[src/design/trd_pkg.sv]
`default_nettype none
// ----------------------------------------------------------------------------
// trd_pkg: shared types and constants of the TGA RLE pixel decoder
// Holds packet phases, status codes, register indexes, the controller and
// datapath handshake structs and the pixel reorder function.
// ----------------------------------------------------------------------------
package trd_pkg;

  localparam int CFG_WIDTH  = 32;
  localparam int PAIR_WIDTH = 7;   // up to 64 pixel pairs from one repeat packet

  // Packet phase
  localparam logic [1:0] PH_HEADER  = 2'd0;
  localparam logic [1:0] PH_REPEAT  = 2'd1;
  localparam logic [1:0] PH_LITERAL = 2'd2;

  // Result status
  localparam logic [1:0] ST_PIXELS     = 2'd0;
  localparam logic [1:0] ST_COMPLETE   = 2'd1;
  localparam logic [1:0] ST_INCOMPLETE = 2'd2;
  localparam logic [1:0] ST_BAD_DEPTH  = 2'd3;

  // Configuration register indexes
  localparam logic REG_BPP   = 1'b0;
  localparam logic REG_TOTAL = 1'b1;

  // Supported depths
  localparam logic [7:0] BPP_16    = 8'd16;
  localparam logic [7:0] BPP_24    = 8'd24;
  localparam logic [7:0] BPP_32    = 8'd32;
  localparam logic [7:0] BPP_RESET = 8'd32;

  localparam logic [7:0] ALPHA_OPAQUE = 8'hFF;

  typedef struct packed {
    logic step;   // consume the accepted byte
    logic emit;   // load the next result into the output register
  } trd_cmd_t;

  typedef struct packed {
    logic has_result;  // the byte being accepted leaves results to send
    logic pending;     // results of the last byte still wait to be sent
    logic last;        // the next result sent is the last one of its byte
  } trd_sts_t;

  // BGR(A) to RGBA, or pass a 16-bit word through
  function automatic logic [31:0] format_pixel(logic [31:0] raw, logic [7:0] bpp);
    logic [7:0] alpha;
    alpha = (bpp == BPP_24) ? ALPHA_OPAQUE : raw[31:24];
    if (bpp == BPP_16) begin
      return {16'h0000, raw[15:0]};
    end
    return {alpha, raw[7:0], raw[15:8], raw[23:16]};
  endfunction

endpackage
`default_nettype wire

[src/design/trd_datapath.sv]
`default_nettype none
// ----------------------------------------------------------------------------
// trd_datapath: decode state, configuration and result sequencing
// Decodes one source byte per step command and holds the results it causes
// in an emission counter that the emit command drains into the output
// register.
// ----------------------------------------------------------------------------
module trd_datapath #(
  parameter int COUNT_WIDTH = 32
) (
  input  wire logic                          clk,
  input  wire logic                          rst,
  input  wire trd_pkg::trd_cmd_t             cmd,
  output trd_pkg::trd_sts_t                  sts,
  input  wire logic                          cfg_write,
  input  wire logic                          cfg_index,
  input  wire logic [trd_pkg::CFG_WIDTH-1:0] cfg_data,
  input  wire logic [7:0]                    data_byte,
  input  wire logic                          final_byte,
  input  wire logic                          image_start,
  output logic [31:0]                        pixel_first,
  output logic [31:0]                        pixel_second,
  output logic [1:0]                         pixels_carried,
  output logic                               run_last,
  output logic [1:0]                         status
);
  import trd_pkg::*;

  // Configuration
  logic [7:0]             bpp;
  logic [COUNT_WIDTH-1:0] total;

  // Decode state
  logic [1:0]             phase, phase_next;
  logic [7:0]             left, left_next;
  logic [1:0]             bip, bip_next;
  logic [31:0]            asm_q, asm_next;
  logic [COUNT_WIDTH-1:0] done, done_next;
  logic                   finished, finished_next;
  logic                   error, error_next;

  // Emission state
  logic [31:0]            pix, pix_next;
  logic [PAIR_WIDTH-1:0]  pairs, pairs_next;
  logic                   odd, odd_next;
  logic [1:0]             st, st_next;

  // Values after an image start clear
  logic [1:0]             phase_e, bip_e;
  logic [7:0]             left_e;
  logic [31:0]            asm_e, asm_new;
  logic [COUNT_WIDTH-1:0] done_e, remaining, left_wide;
  logic                   finished_e, error_e;
  logic                   bpp_ok, pix_complete, rep_fits;
  logic [2:0]             nbytes;
  logic [7:0]             n_rep;
  logic                   emit_last;

  always_comb begin
    phase_e    = image_start ? PH_HEADER : phase;
    left_e     = image_start ? 8'd0 : left;
    bip_e      = image_start ? 2'd0 : bip;
    asm_e      = image_start ? 32'd0 : asm_q;
    done_e     = image_start ? '0 : done;
    finished_e = image_start ? 1'b0 : finished;
    error_e    = image_start ? 1'b0 : error;

    bpp_ok       = (bpp == BPP_16) || (bpp == BPP_24) || (bpp == BPP_32);
    nbytes       = bpp[5:3];
    pix_complete = (({1'b0, bip_e}) + 3'd1) >= nbytes;
    asm_new      = asm_e | (32'(data_byte) << {bip_e, 3'b000});
    remaining    = total - done_e;
    left_wide    = COUNT_WIDTH'(left_e);
    rep_fits     = left_wide >= remaining;
    n_rep        = rep_fits ? remaining[7:0] : left_e;

    phase_next    = phase_e;
    left_next     = left_e;
    bip_next      = bip_e;
    asm_next      = asm_e;
    done_next     = done_e;
    finished_next = finished_e;
    error_next    = error_e;
    pix_next      = format_pixel(asm_new, bpp);
    pairs_next    = '0;
    odd_next      = 1'b0;
    st_next       = ST_PIXELS;

    if (!(finished_e || error_e)) begin
      if (done_e >= total) begin
        finished_next = 1'b1;
        st_next       = ST_COMPLETE;
      end else if (!bpp_ok) begin
        error_next = 1'b1;
        st_next    = ST_BAD_DEPTH;
      end else begin
        if (phase_e == PH_HEADER) begin
          left_next  = {1'b0, data_byte[6:0]} + 8'd1;
          bip_next   = 2'd0;
          asm_next   = 32'd0;
          phase_next = data_byte[7] ? PH_REPEAT : PH_LITERAL;
        end else if (pix_complete) begin
          bip_next = 2'd0;
          asm_next = 32'd0;
          if (phase_e == PH_REPEAT) begin
            // drop copies past the total
            done_next     = done_e + COUNT_WIDTH'(n_rep);
            pairs_next    = n_rep[7:1];
            odd_next      = n_rep[0];
            left_next     = 8'd0;
            phase_next    = PH_HEADER;
            finished_next = rep_fits;
          end else begin
            done_next     = done_e + COUNT_WIDTH'(1);
            odd_next      = 1'b1;
            left_next     = (left_e != 8'd0) ? left_e - 8'd1 : 8'd0;
            if (left_e <= 8'd1) begin
              phase_next = PH_HEADER;
            end
            finished_next = (remaining == COUNT_WIDTH'(1));
          end
          if (finished_next) begin
            st_next = ST_COMPLETE;
          end
        end else begin
          bip_next = bip_e + 2'd1;
          asm_next = asm_new;
        end
        if (!finished_next && final_byte) begin
          error_next = 1'b1;
          st_next    = ST_INCOMPLETE;
        end
      end
    end
  end

  assign emit_last      = (pairs == '0) || ((pairs == PAIR_WIDTH'(1)) && !odd);
  assign sts.has_result = (pairs_next != '0) || odd_next || (st_next != ST_PIXELS);
  assign sts.pending    = (pairs != '0) || odd || (st != ST_PIXELS);
  assign sts.last       = emit_last;

  always_ff @(posedge clk) begin
    if (rst) begin
      bpp   <= BPP_RESET;
      total <= '0;
    end else if (cfg_write) begin
      unique case (cfg_index)
        REG_BPP:   bpp   <= cfg_data[7:0];
        REG_TOTAL: total <= cfg_data[COUNT_WIDTH-1:0];
        default:   bpp   <= bpp;
      endcase
    end
  end

  always_ff @(posedge clk) begin
    if (rst) begin
      phase    <= PH_HEADER;
      left     <= 8'd0;
      bip      <= 2'd0;
      asm_q    <= 32'd0;
      done     <= '0;
      finished <= 1'b0;
      error    <= 1'b0;
    end else if (cmd.step) begin
      phase    <= phase_next;
      left     <= left_next;
      bip      <= bip_next;
      asm_q    <= asm_next;
      done     <= done_next;
      finished <= finished_next;
      error    <= error_next;
    end
  end

  // Emission counter: a new byte's results replace the drained ones
  always_ff @(posedge clk) begin
    if (rst) begin
      pairs <= '0;
      odd   <= 1'b0;
      st    <= ST_PIXELS;
    end else if (cmd.step) begin
      pairs <= pairs_next;
      odd   <= odd_next;
      st    <= st_next;
    end else if (cmd.emit) begin
      if (emit_last) begin
        pairs <= '0;
        odd   <= 1'b0;
        st    <= ST_PIXELS;
      end else begin
        pairs <= pairs - PAIR_WIDTH'(1);
      end
    end
  end

  always_ff @(posedge clk) begin
    if (cmd.step) begin
      pix <= pix_next;
    end
  end

  // Output register
  always_ff @(posedge clk) begin
    if (cmd.emit) begin
      pixel_first    <= ((pairs != '0) || odd) ? pix : 32'd0;
      pixel_second   <= (pairs != '0) ? pix : 32'd0;
      pixels_carried <= (pairs != '0) ? 2'd2 : (odd ? 2'd1 : 2'd0);
      run_last       <= emit_last;
      status         <= emit_last ? st : ST_PIXELS;
    end
  end

endmodule
`default_nettype wire

[src/design/trd_controller.sv]
`default_nettype none
// ----------------------------------------------------------------------------
// trd_controller: handshake and result sequencing control
// Accepts a byte when no results wait, or together with the last one,
// and issues emit commands while the output register is free.
// ----------------------------------------------------------------------------
module trd_controller (
  input  wire logic              clk,
  input  wire logic              rst,
  input  wire logic              in_valid,
  output logic                   in_ready,
  output logic                   out_valid,
  input  wire logic              out_ready,
  output trd_pkg::trd_cmd_t      cmd,
  input  wire trd_pkg::trd_sts_t sts
);
  import trd_pkg::*;

  localparam logic S_IDLE = 1'b0;
  localparam logic S_EMIT = 1'b1;

  logic state, state_next;
  logic out_valid_next;
  logic slot_free;

  assign slot_free = !out_valid || out_ready;
  assign cmd.emit  = (state == S_EMIT) && slot_free;
  assign in_ready  = (state == S_IDLE) || (cmd.emit && sts.last);
  assign cmd.step  = in_valid && in_ready;

  always_comb begin
    state_next = state;
    unique case (state)
      S_IDLE: begin
        if (cmd.step && sts.has_result) begin
          state_next = S_EMIT;
        end
      end
      S_EMIT: begin
        if (cmd.emit && sts.last) begin
          state_next = (cmd.step && sts.has_result) ? S_EMIT : S_IDLE;
        end
      end
      default: state_next = S_IDLE;
    endcase
  end

  // hold the result until taken
  assign out_valid_next = cmd.emit ? 1'b1 : (out_ready ? 1'b0 : out_valid);

  always_ff @(posedge clk) begin
    if (rst) begin
      state     <= S_IDLE;
      out_valid <= 1'b0;
    end else begin
      state     <= state_next;
      out_valid <= out_valid_next;
    end
  end

`ifndef SYNTHESIS
  a_idle_empty: assert property (@(posedge clk) disable iff (rst)
    (state == S_IDLE) |-> !sts.pending)
    else $error("idle with results still pending");

  a_emit_valid: assert property (@(posedge clk) disable iff (rst)
    cmd.emit |=> out_valid)
    else $error("emitted result not presented");

  a_step_emit: assert property (@(posedge clk) disable iff (rst)
    (cmd.step && sts.has_result) |=> (state == S_EMIT) && sts.pending)
    else $error("results of accepted byte not scheduled");
`endif

endmodule
`default_nettype wire

[src/design/tga_rle_pixel_decoder.sv]
`default_nettype none
// ----------------------------------------------------------------------------
// tga_rle_pixel_decoder: run-length coded TGA pixel data decoder
// Takes pixel data bytes, expands repeat and literal packets into RGBA
// pixels or 16-bit words, and reports completion and errors.
// ----------------------------------------------------------------------------
//  channel  signals                                          direction
//  in       in_valid/in_ready, data_byte, final_byte,        sink
//           image_start
//  out      out_valid/out_ready, pixel_first, pixel_second,  source
//           pixels_carried, run_last, status
//  cfg      cfg_write, cfg_index, cfg_data                   sink, no wait
//
//  A byte that causes at most one result does not hold up the next byte
//  unless the output stalls. The byte that closes a repeat pixel waits
//  while the emission counter drains its copies as pixel pairs into the
//  output register. The next byte is accepted in the cycle the last result
//  is loaded. Output stalls hold the emission counter; rst is synchronous
//  and clears decode state, configuration and the output valid.
// ----------------------------------------------------------------------------
module tga_rle_pixel_decoder #(
  parameter int COUNT_WIDTH = 32
) (
  input  wire logic        clk,
  input  wire logic        rst,
  input  wire logic        in_valid,
  output logic             in_ready,
  input  wire logic [7:0]  data_byte,
  input  wire logic        final_byte,
  input  wire logic        image_start,
  output logic             out_valid,
  input  wire logic        out_ready,
  output logic [31:0]      pixel_first,
  output logic [31:0]      pixel_second,
  output logic [1:0]       pixels_carried,
  output logic             run_last,
  output logic [1:0]       status,
  input  wire logic        cfg_write,
  input  wire logic        cfg_index,
  input  wire logic [31:0] cfg_data
);
  import trd_pkg::*;

  trd_cmd_t cmd;
  trd_sts_t sts;

  trd_controller u_ctrl (
    .clk       (clk),
    .rst       (rst),
    .in_valid  (in_valid),
    .in_ready  (in_ready),
    .out_valid (out_valid),
    .out_ready (out_ready),
    .cmd       (cmd),
    .sts       (sts)
  );

  trd_datapath #(
    .COUNT_WIDTH (COUNT_WIDTH)
  ) u_dp (
    .clk            (clk),
    .rst            (rst),
    .cmd            (cmd),
    .sts            (sts),
    .cfg_write      (cfg_write),
    .cfg_index      (cfg_index),
    .cfg_data       (cfg_data),
    .data_byte      (data_byte),
    .final_byte     (final_byte),
    .image_start    (image_start),
    .pixel_first    (pixel_first),
    .pixel_second   (pixel_second),
    .pixels_carried (pixels_carried),
    .run_last       (run_last),
    .status         (status)
  );

endmodule
`default_nettype wire
[config.mk]
export PLATFORM = sky130hd
export DESIGN_NAME = tga_rle_pixel_decoder
export DESIGN_NICKNAME = d
export VERILOG_FILES = /design/src/design/trd_pkg.sv /design/src/design/trd_datapath.sv /design/src/design/trd_controller.sv /design/src/design/tga_rle_pixel_decoder.sv
export SDC_FILE = /design/constraint.sdc
export NUM_CORES = 1
export LEC_CHECK = 0
export ABC_AREA = 1
export BUFFER_PORTS_ARGS = -buffer_cell sky130_fd_sc_hd__buf_2
export CORE_MARGIN = 2
export CORE_UTILIZATION = 25
export CTS_CLUSTER_DIAMETER = 200
export DETAILED_ROUTE_END_ITERATION = 6
export GPL_TIMING_DRIVEN = 0
export PLACE_DENSITY = 0.53
export SLEW_MARGIN = 10
export SYNTH_ARGS = -nofsm -noshare
export SYNTH_HDL_FRONTEND = slang
export SYNTH_SLANG_ARGS = --single-unit
export TNS_END_PERCENT = 50
[constraint.sdc]
create_clock -name clk -period 5.5 [get_ports clk]
set_input_delay 0.275 -clock clk [delete_from_list [all_inputs] [get_ports clk]]
set_output_delay 0.275 -clock clk [all_outputs]
set_load 0.01 [all_outputs]
**Word-level counts from Yosys, hierarchy flattened**

Index checks and enable logic that the tools add are counted.

- Register bits: 231
- Latch bits: 0
- Bits in writable memories: 0
- Memory bits (read-only): 0
- Input bits: 48
- Output and inout port bits: 71
- Logic and storage cells: 167
- Memories: 0

- Add/sub/neg operators: 8
- Multipliers: 0
- Div/mod/pow operators: 0
- Order comparisons: 4
- Eq/ne operators: 6
- Shifts and indexed selects: 1
- Multiplexer cells: 95
- Bitwise operators: 3
- Reduce and logical (&&, ||, !) cells: 30

Operators with widths:

| operator | count |
|---|---|
| 2-to-1 mux 32 bit | 15 |
| 2-to-1 mux 8 bit | 10 |
| 2-to-1 mux 7 bit | 9 |
| 2-to-1 mux 2 bit | 24 |
| 2-to-1 mux 1 bit | 36 |
| adder 32 x 1 -> 32 bit, second input constant | 1 |
| adder 32 x 8 -> 32 bit | 1 |
| equality test 32 x 1 -> 1 bit, second input constant | 1 |
| greater-or-equal comparator 32 bit | 1 |
| greater-or-equal comparator 8 x 32 -> 1 bit | 1 |
| OR 32 bit | 1 |
| << shifter 8 x 5 -> 32 bit | 1 |
| subtractor 32 bit | 1 |
| equality test 8 x 5 -> 1 bit, second input constant | 2 |
| nonzero test 7 bit | 2 |
| logical OR 1 bit | 9 |
| adder 7 x 1 -> 8 bit, second input constant | 1 |
| equality test 8 x 6 -> 1 bit, second input constant | 1 |
| <= comparator 8 x 1 -> 1 bit, second input constant | 1 |
| nonzero test 2 bit | 4 |
| nonzero test 8 bit | 1 |
| subtractor 8 x 1 -> 8 bit, second input constant | 1 |
| equality test 7 x 1 -> 1 bit, second input constant | 1 |
| logical NOT 7 bit | 1 |
| 11 further kinds | 21 |

**Logic depth before layout (Yosys ltp)**

- Depth in word-level cells: 26
- Mapped depth: 40

**Cells and area by module**

Synthesis repeated with hierarchy kept, for this count alone.

- Cell total of the unflattened synthesis: 2093
- Area, all modules: 14326.2 um^2

Modules (own cells, without submodules):

| module | instances | cells each | area an instance (um^2) |
|---|---|---|---|
| trd_datapath | 1 | 2080 | 14222.4 |
| trd_controller | 1 | 13 | 103.8 |

**Worst setup path before layout**

OpenSTA, ideal clock, no wires.

- Kind: in2reg
- From: input port image_start
- To: register u_dp.done[21]
- Setup time: 0.115 ns
- Arrival time: 5.178 ns
- Path slack: 0.208 ns
- Cell stages on the path: 36
- Buffers on the path: 3
- Cells stage by stage: buf_2 -> clkbuf_1 -> clkbuf_1 -> nor2_1 -> ha_1 -> fa_1 -> inv_1 -> nand3_1 -> nand3_2 -> xor2_1 -> inv_1 -> ha_1 -> nand2_1 -> nand2_1 -> nand2_1 -> nand2_1 -> nand2_1 -> nand2_1 -> nand2_1 -> inv_2 -> nand3_4 -> nand2_1 -> a21oi_1 -> ha_1 -> a21o_1 -> a31oi_1 -> o21ai_0 -> a21boi_0 -> nor3_1 -> a31oi_1 -> nor3_2 -> nand2_2 -> clkinv_1 -> nand4_1 -> a21oi_1 -> o21a_1

- Word-level cells in the longest chain between the ends: 11
- Elaborated cells between the ends (all ways): 23

Ends and longest elaborated chain:

| item | line | text |
|---|---|---|
| from (decl) | tga_rle_pixel_decoder.sv:30 | `input wire logic image_start,` |
| 2-to-1 mux 32 bit | trd_datapath.sv:64 | `done_e = image_start ? '0 : done;` |
| subtractor 32 bit | trd_datapath.sv:72 | `remaining = total - done_e;` |
| greater-or-equal comparator 8 x 32 -> 1 bit | trd_datapath.sv:74 | `rep_fits = left_wide >= remaining;` |
| 2-to-1 mux 8 bit | trd_datapath.sv:75 | `n_rep = rep_fits ? remaining[7:0] : left_e;` |
| adder 32 x 8 -> 32 bit | trd_datapath.sv:107 | `done_next = done_e + COUNT_WIDTH'(n_rep);` |
| 2-to-1 mux 32 bit | trd_datapath.sv:105 | `if (phase_e == PH_REPEAT) begin` |
| 2-to-1 mux 32 bit | trd_datapath.sv:102 | `end else if (pix_complete) begin` |
| 2-to-1 mux 32 bit | trd_datapath.sv:97 | `if (phase_e == PH_HEADER) begin` |
| 2-to-1 mux 32 bit | trd_datapath.sv:93 | `end else if (!bpp_ok) begin` |
| 2-to-1 mux 32 bit | trd_datapath.sv:90 | `if (done_e >= total) begin` |
| 2-to-1 mux 32 bit * | trd_datapath.sv:89 | `if (!(finished_e \|\| error_e)) begin` |
| to (signal assigned) | trd_datapath.sv:169 | `done <= done_next;` |
| to (decl) | trd_datapath.sv:38 | `logic [COUNT_WIDTH-1:0] done, done_next;` |

Mark *: on every way between the ends. The rest lies on a longest branch, timed or not.
A chain may end at the register's enable or synchronous reset.

**Worst setup path after layout**

- From: input port image_start
- To: register u_dp.done[31]

Same word-level chain as after synthesis.

==> impl_metrics.yaml <==
timing:
  max_slew_margin_pct: 32.52
  tightest_slew_ns: 1.009
  period_share_pct: 93.64
  layout_min_cycle_time_ns: 5.150
  finalWorstSetupSlack_ns: 0.3497
  slew_viol_final: 0
  clock.fmax_ghz: 0.1942
  clock_skew_ns: 0.02242
  finalSetupViolations: 0
  setup_tns_ns: 0
  finalHoldViolCount: 0
  holdWs_ns: 0.01504
drt:
  via_per_inst: 4.524
  drcViolationCount: 0
  antenna_left: 0
  wl_per_cell_um: 15.10
  dr.pass1.iters: 6
  drt_wl_total_um: 45700
  vias: 13690
  drt-initial-drc-count: 932
clock_network:
  cts_tree: "built"
  cts.sinks: 231
  clockBufferDepth: 3
  htree_levels: 1
  root_buffer: "clkbuf_16"
  clk_pin_slew_ns: 0.06
  cts_buffers: 28
  clk_latency_ns: 0.58
placement:
  post-dp-hpwl_um: 36570
  place_ws_ns: -1.799
  place_area_mm2: 0.01600
  io_buffers: 117
  place_congestion: 0.9586
synth:
  synth_area_mm2: 0.01443
  synthFlopType: "dfxtp_1"
  synth_cell_type_count: 54
  synth-edff-count: 101
  syn_nets: 2173
  ys_seq_area_share_pct: 39.06
  synth-seq-cells: 231
  async_flop_share_pct: 0
  syn_area_per_cell_um2: 6.993
  synthCells: 2063
  yosys_warnings: 0
final_layout:
  design_area_mm2: 0.01746
  drive_gt1_share_pct: 13.50
  fin_nets: 2349
  area_growth_pct: 21.00
worst_setup_path:
  cp_common_cell: "nand2_1"
  critical-path-slowest-cell: "ha_1"
  crit_path_start_kind: "input port"
  worstSetupPathType: "input port to register"
  r2r_setup_slack_ns: 0.36
  required_ns: 6.00
  crit_arrival_ns: 5.65
  crit_fanout: 10
  cpPeakStageDelay_ns: 0.43
  end_kind: "register"
die:
  fp.dieH_um: 244.2
  start_util_pct: 25.15
  die-area_mm2: 0.05965
  rows: 88
  core_area_mm2: 0.05737
  dieWidth_um: 244.2
  io_pins: 119
hold_path:
  hp-class: "input port to register"
pwr:
  seq_power_share_pct: 36.5
  p_clk_share_pct: 33.0
  power_density_mw_per_mm2: 352.2
  swShare_pct: 35.59
  power_leakage_nw: 7.912
  p_sw_mw: 2.188
  comb_power_share_pct: 30.5
  peakVddDrop_uv: 239.2
  p_int_mw: 3.960
  total_power_mw: 6.148
global_route:
  grt_pass1_wl_um: 71420
  grt_usage_pct: 15.10
  grt_overflow: 0
  grt_pass1_vias: 13172
  antenna_found_initial: 2
  grt_max_degree: 71
run_status:
  status: "finished clean"
flow_run:
  drv_cap: 0
[layer usage]
layer / global-route usage [%] / wire [um] / part of all wire [%]
met5: 0 / 0 / 0
met4: 5.631 / 1794 / 3.9
met3: 2.140 / 2599 / 5.7
met2: 25.53 / 20810 / 46
met1: 19.49 / 20490 / 45
[critical path, delay by kind of cell]
kind            cells  cell delay (ns)
fa+ha+maj           2             0.82
simple gates       20             2.88
compound gates      6             0.67
buf+inv             5             0.98
[registers in the layout (all words and copies together) (netlist names), 2 cells and up]
name,count
u_dp.pix,32
u_dp.bpp,8
u_dp.st,2
u_dp.bip,2
u_dp.pixels_carried,2
u_dp.pixel_first,32
u_dp.pairs,7
u_dp.status,2
u_dp.total,32
u_dp.done,32
u_dp.phase,2
u_dp.pixel_second,32
u_dp.left,8
u_dp.asm_q,32
[final timing paths]
| kind | start | end | depth (start not counted) |
|---|---|---|---|
| setup reg to reg | u_dp.done[0] | u_dp.done[31] | 36 |
| hold reg to reg | u_dp.done[3] | u_dp.done[3] | 2 |
| hold / removal | cfg_data[20] | u_dp.total[20] | 3 |
| setup / recovery | image_start | u_dp.done[31] | 33 |
[synthesized netlist by cell type, types with 3 or more instances]
master | n | area, um2
nand2_1 | 502 | 1884
inv_1 | 318 | 1194
nor2_1 | 286 | 1074
a21oi_1 | 130 | 650.6
dfxtp_1 | 130 | 2603
o21ai_0 | 122 | 610.6
edfxtp_1 | 101 | 3033
nand3_1 | 76 | 380.4
ha_1 | 60 | 750.7
clkbuf_1 | 39 | 146.4
a31oi_1 | 33 | 206.5
nand4_1 | 29 | 181.4
nand2_2 | 24 | 150.1
nor3_1 | 20 | 100.1
inv_2 | 19 | 71.32
nor2_2 | 19 | 118.9
o21a_1 | 17 | 127.6
xor2_1 | 15 | 131.4
buf_2 | 12 | 60.06
buf_1 | 11 | 41.29
o211ai_1 | 9 | 67.56
and2_1 | 8 | 50.05
nand2_4 | 7 | 78.83
nor2_4 | 6 | 67.56
o31ai_1 | 6 | 45.04
nand3_2 | 5 | 50.05
nor2_8 | 5 | 100.1
nor4_1 | 5 | 31.28
clkinv_1 | 4 | 15.01
nor3_2 | 4 | 40.04
a21oi_2 | 3 | 26.28
nor3b_1 | 3 | 22.52
o32ai_1 | 3 | 26.28
xnor2_1 | 3 | 26.28
[stage by stage]
step           std cells  utilization (%)
4_1_cts             3024            30.23
5_1_grt             3026            30.43
6_report            3026            30.43
3_3_place_gp        2945            27.84
3_5_place_dp        2946            27.89
2_1_floorplan       2063                -
[cell families (layout without fill, tap and decap cells)]
logic type,Yosys count,count (layout),synth area share (%)
other cells,0,1,0
simple gates,1009,1009,30.68
buf+inv,407,604,10.79
fa+ha+maj,62,62,5.481
compound gates,336,336,12.90
xor+xnor,18,18,1.093
flops,231,231,39.06
[power groups by stage]
stage          Combinational, mW  Clock [mW]  Sequential [mW]
2_1_floorplan               1.16           0             2.35
3_3_place_gp                1.82           0             2.29
3_5_place_dp                1.86           0             2.28
4_1_cts                     1.89        2.07             2.25
5_1_grt                     2.12        2.13             2.27
6_report                    1.88        2.03             2.24
[cells in the final DEF, fill, tap and decap left out, types with 6 or more instances in the layout]
cell type      netlist  layout
nand4_1             29      29
xor2_1              15      10
bufinv_16            0       6
o21a_1              17      17
nor3_1              20      19
a31oi_1             33      31
buf_2               12     127
inv_1              318     317
nand3_1             76      75
dlygate4sd3_1        0      27
nand2_4              7       7
clkinv_1             4       7
nor2_2              19      21
nor2_1             286     282
and2_1               8       8
inv_2               19      18
nor2_4               6       8
o21ai_0            122     121
buf_1               11       8
edfxtp_1           101     101
o211ai_1             9       9
clkbuf_1            39      41
nand2_1            502     501
o31ai_1              6       6
ha_1                60      57
dfxtp_1            130     130
a21oi_1            130     128
nand2_2             24      25
clkbuf_16            0      28
[layout make-up]
class / count / area (um2)
Tap cell: 765 / 957.2
Clock buffer: 33 / 729.5
Sequential cell: 231 / 5635
Antenna cell: 1 / 2.502
Multi-Input combinational cell: 1425 / 7367
Buffer: 63 / 294.0
Inverter: 344 / 1303
Clock inverter: 18 / 277.8
Fill cell: 6246 / 39910
Timing Repair Buffer: 146 / 890.9
[repair_timing]
item	in CTS	in global routing
gates resized for setup	21	26
pin swaps	0	3
buffers inserted	0	1
endpoints found under the hold margin	30	0
endpoints found under the setup margin	27	20
hold buffers	27	0
No activity file was read; power rests on OpenSTA's default activity.
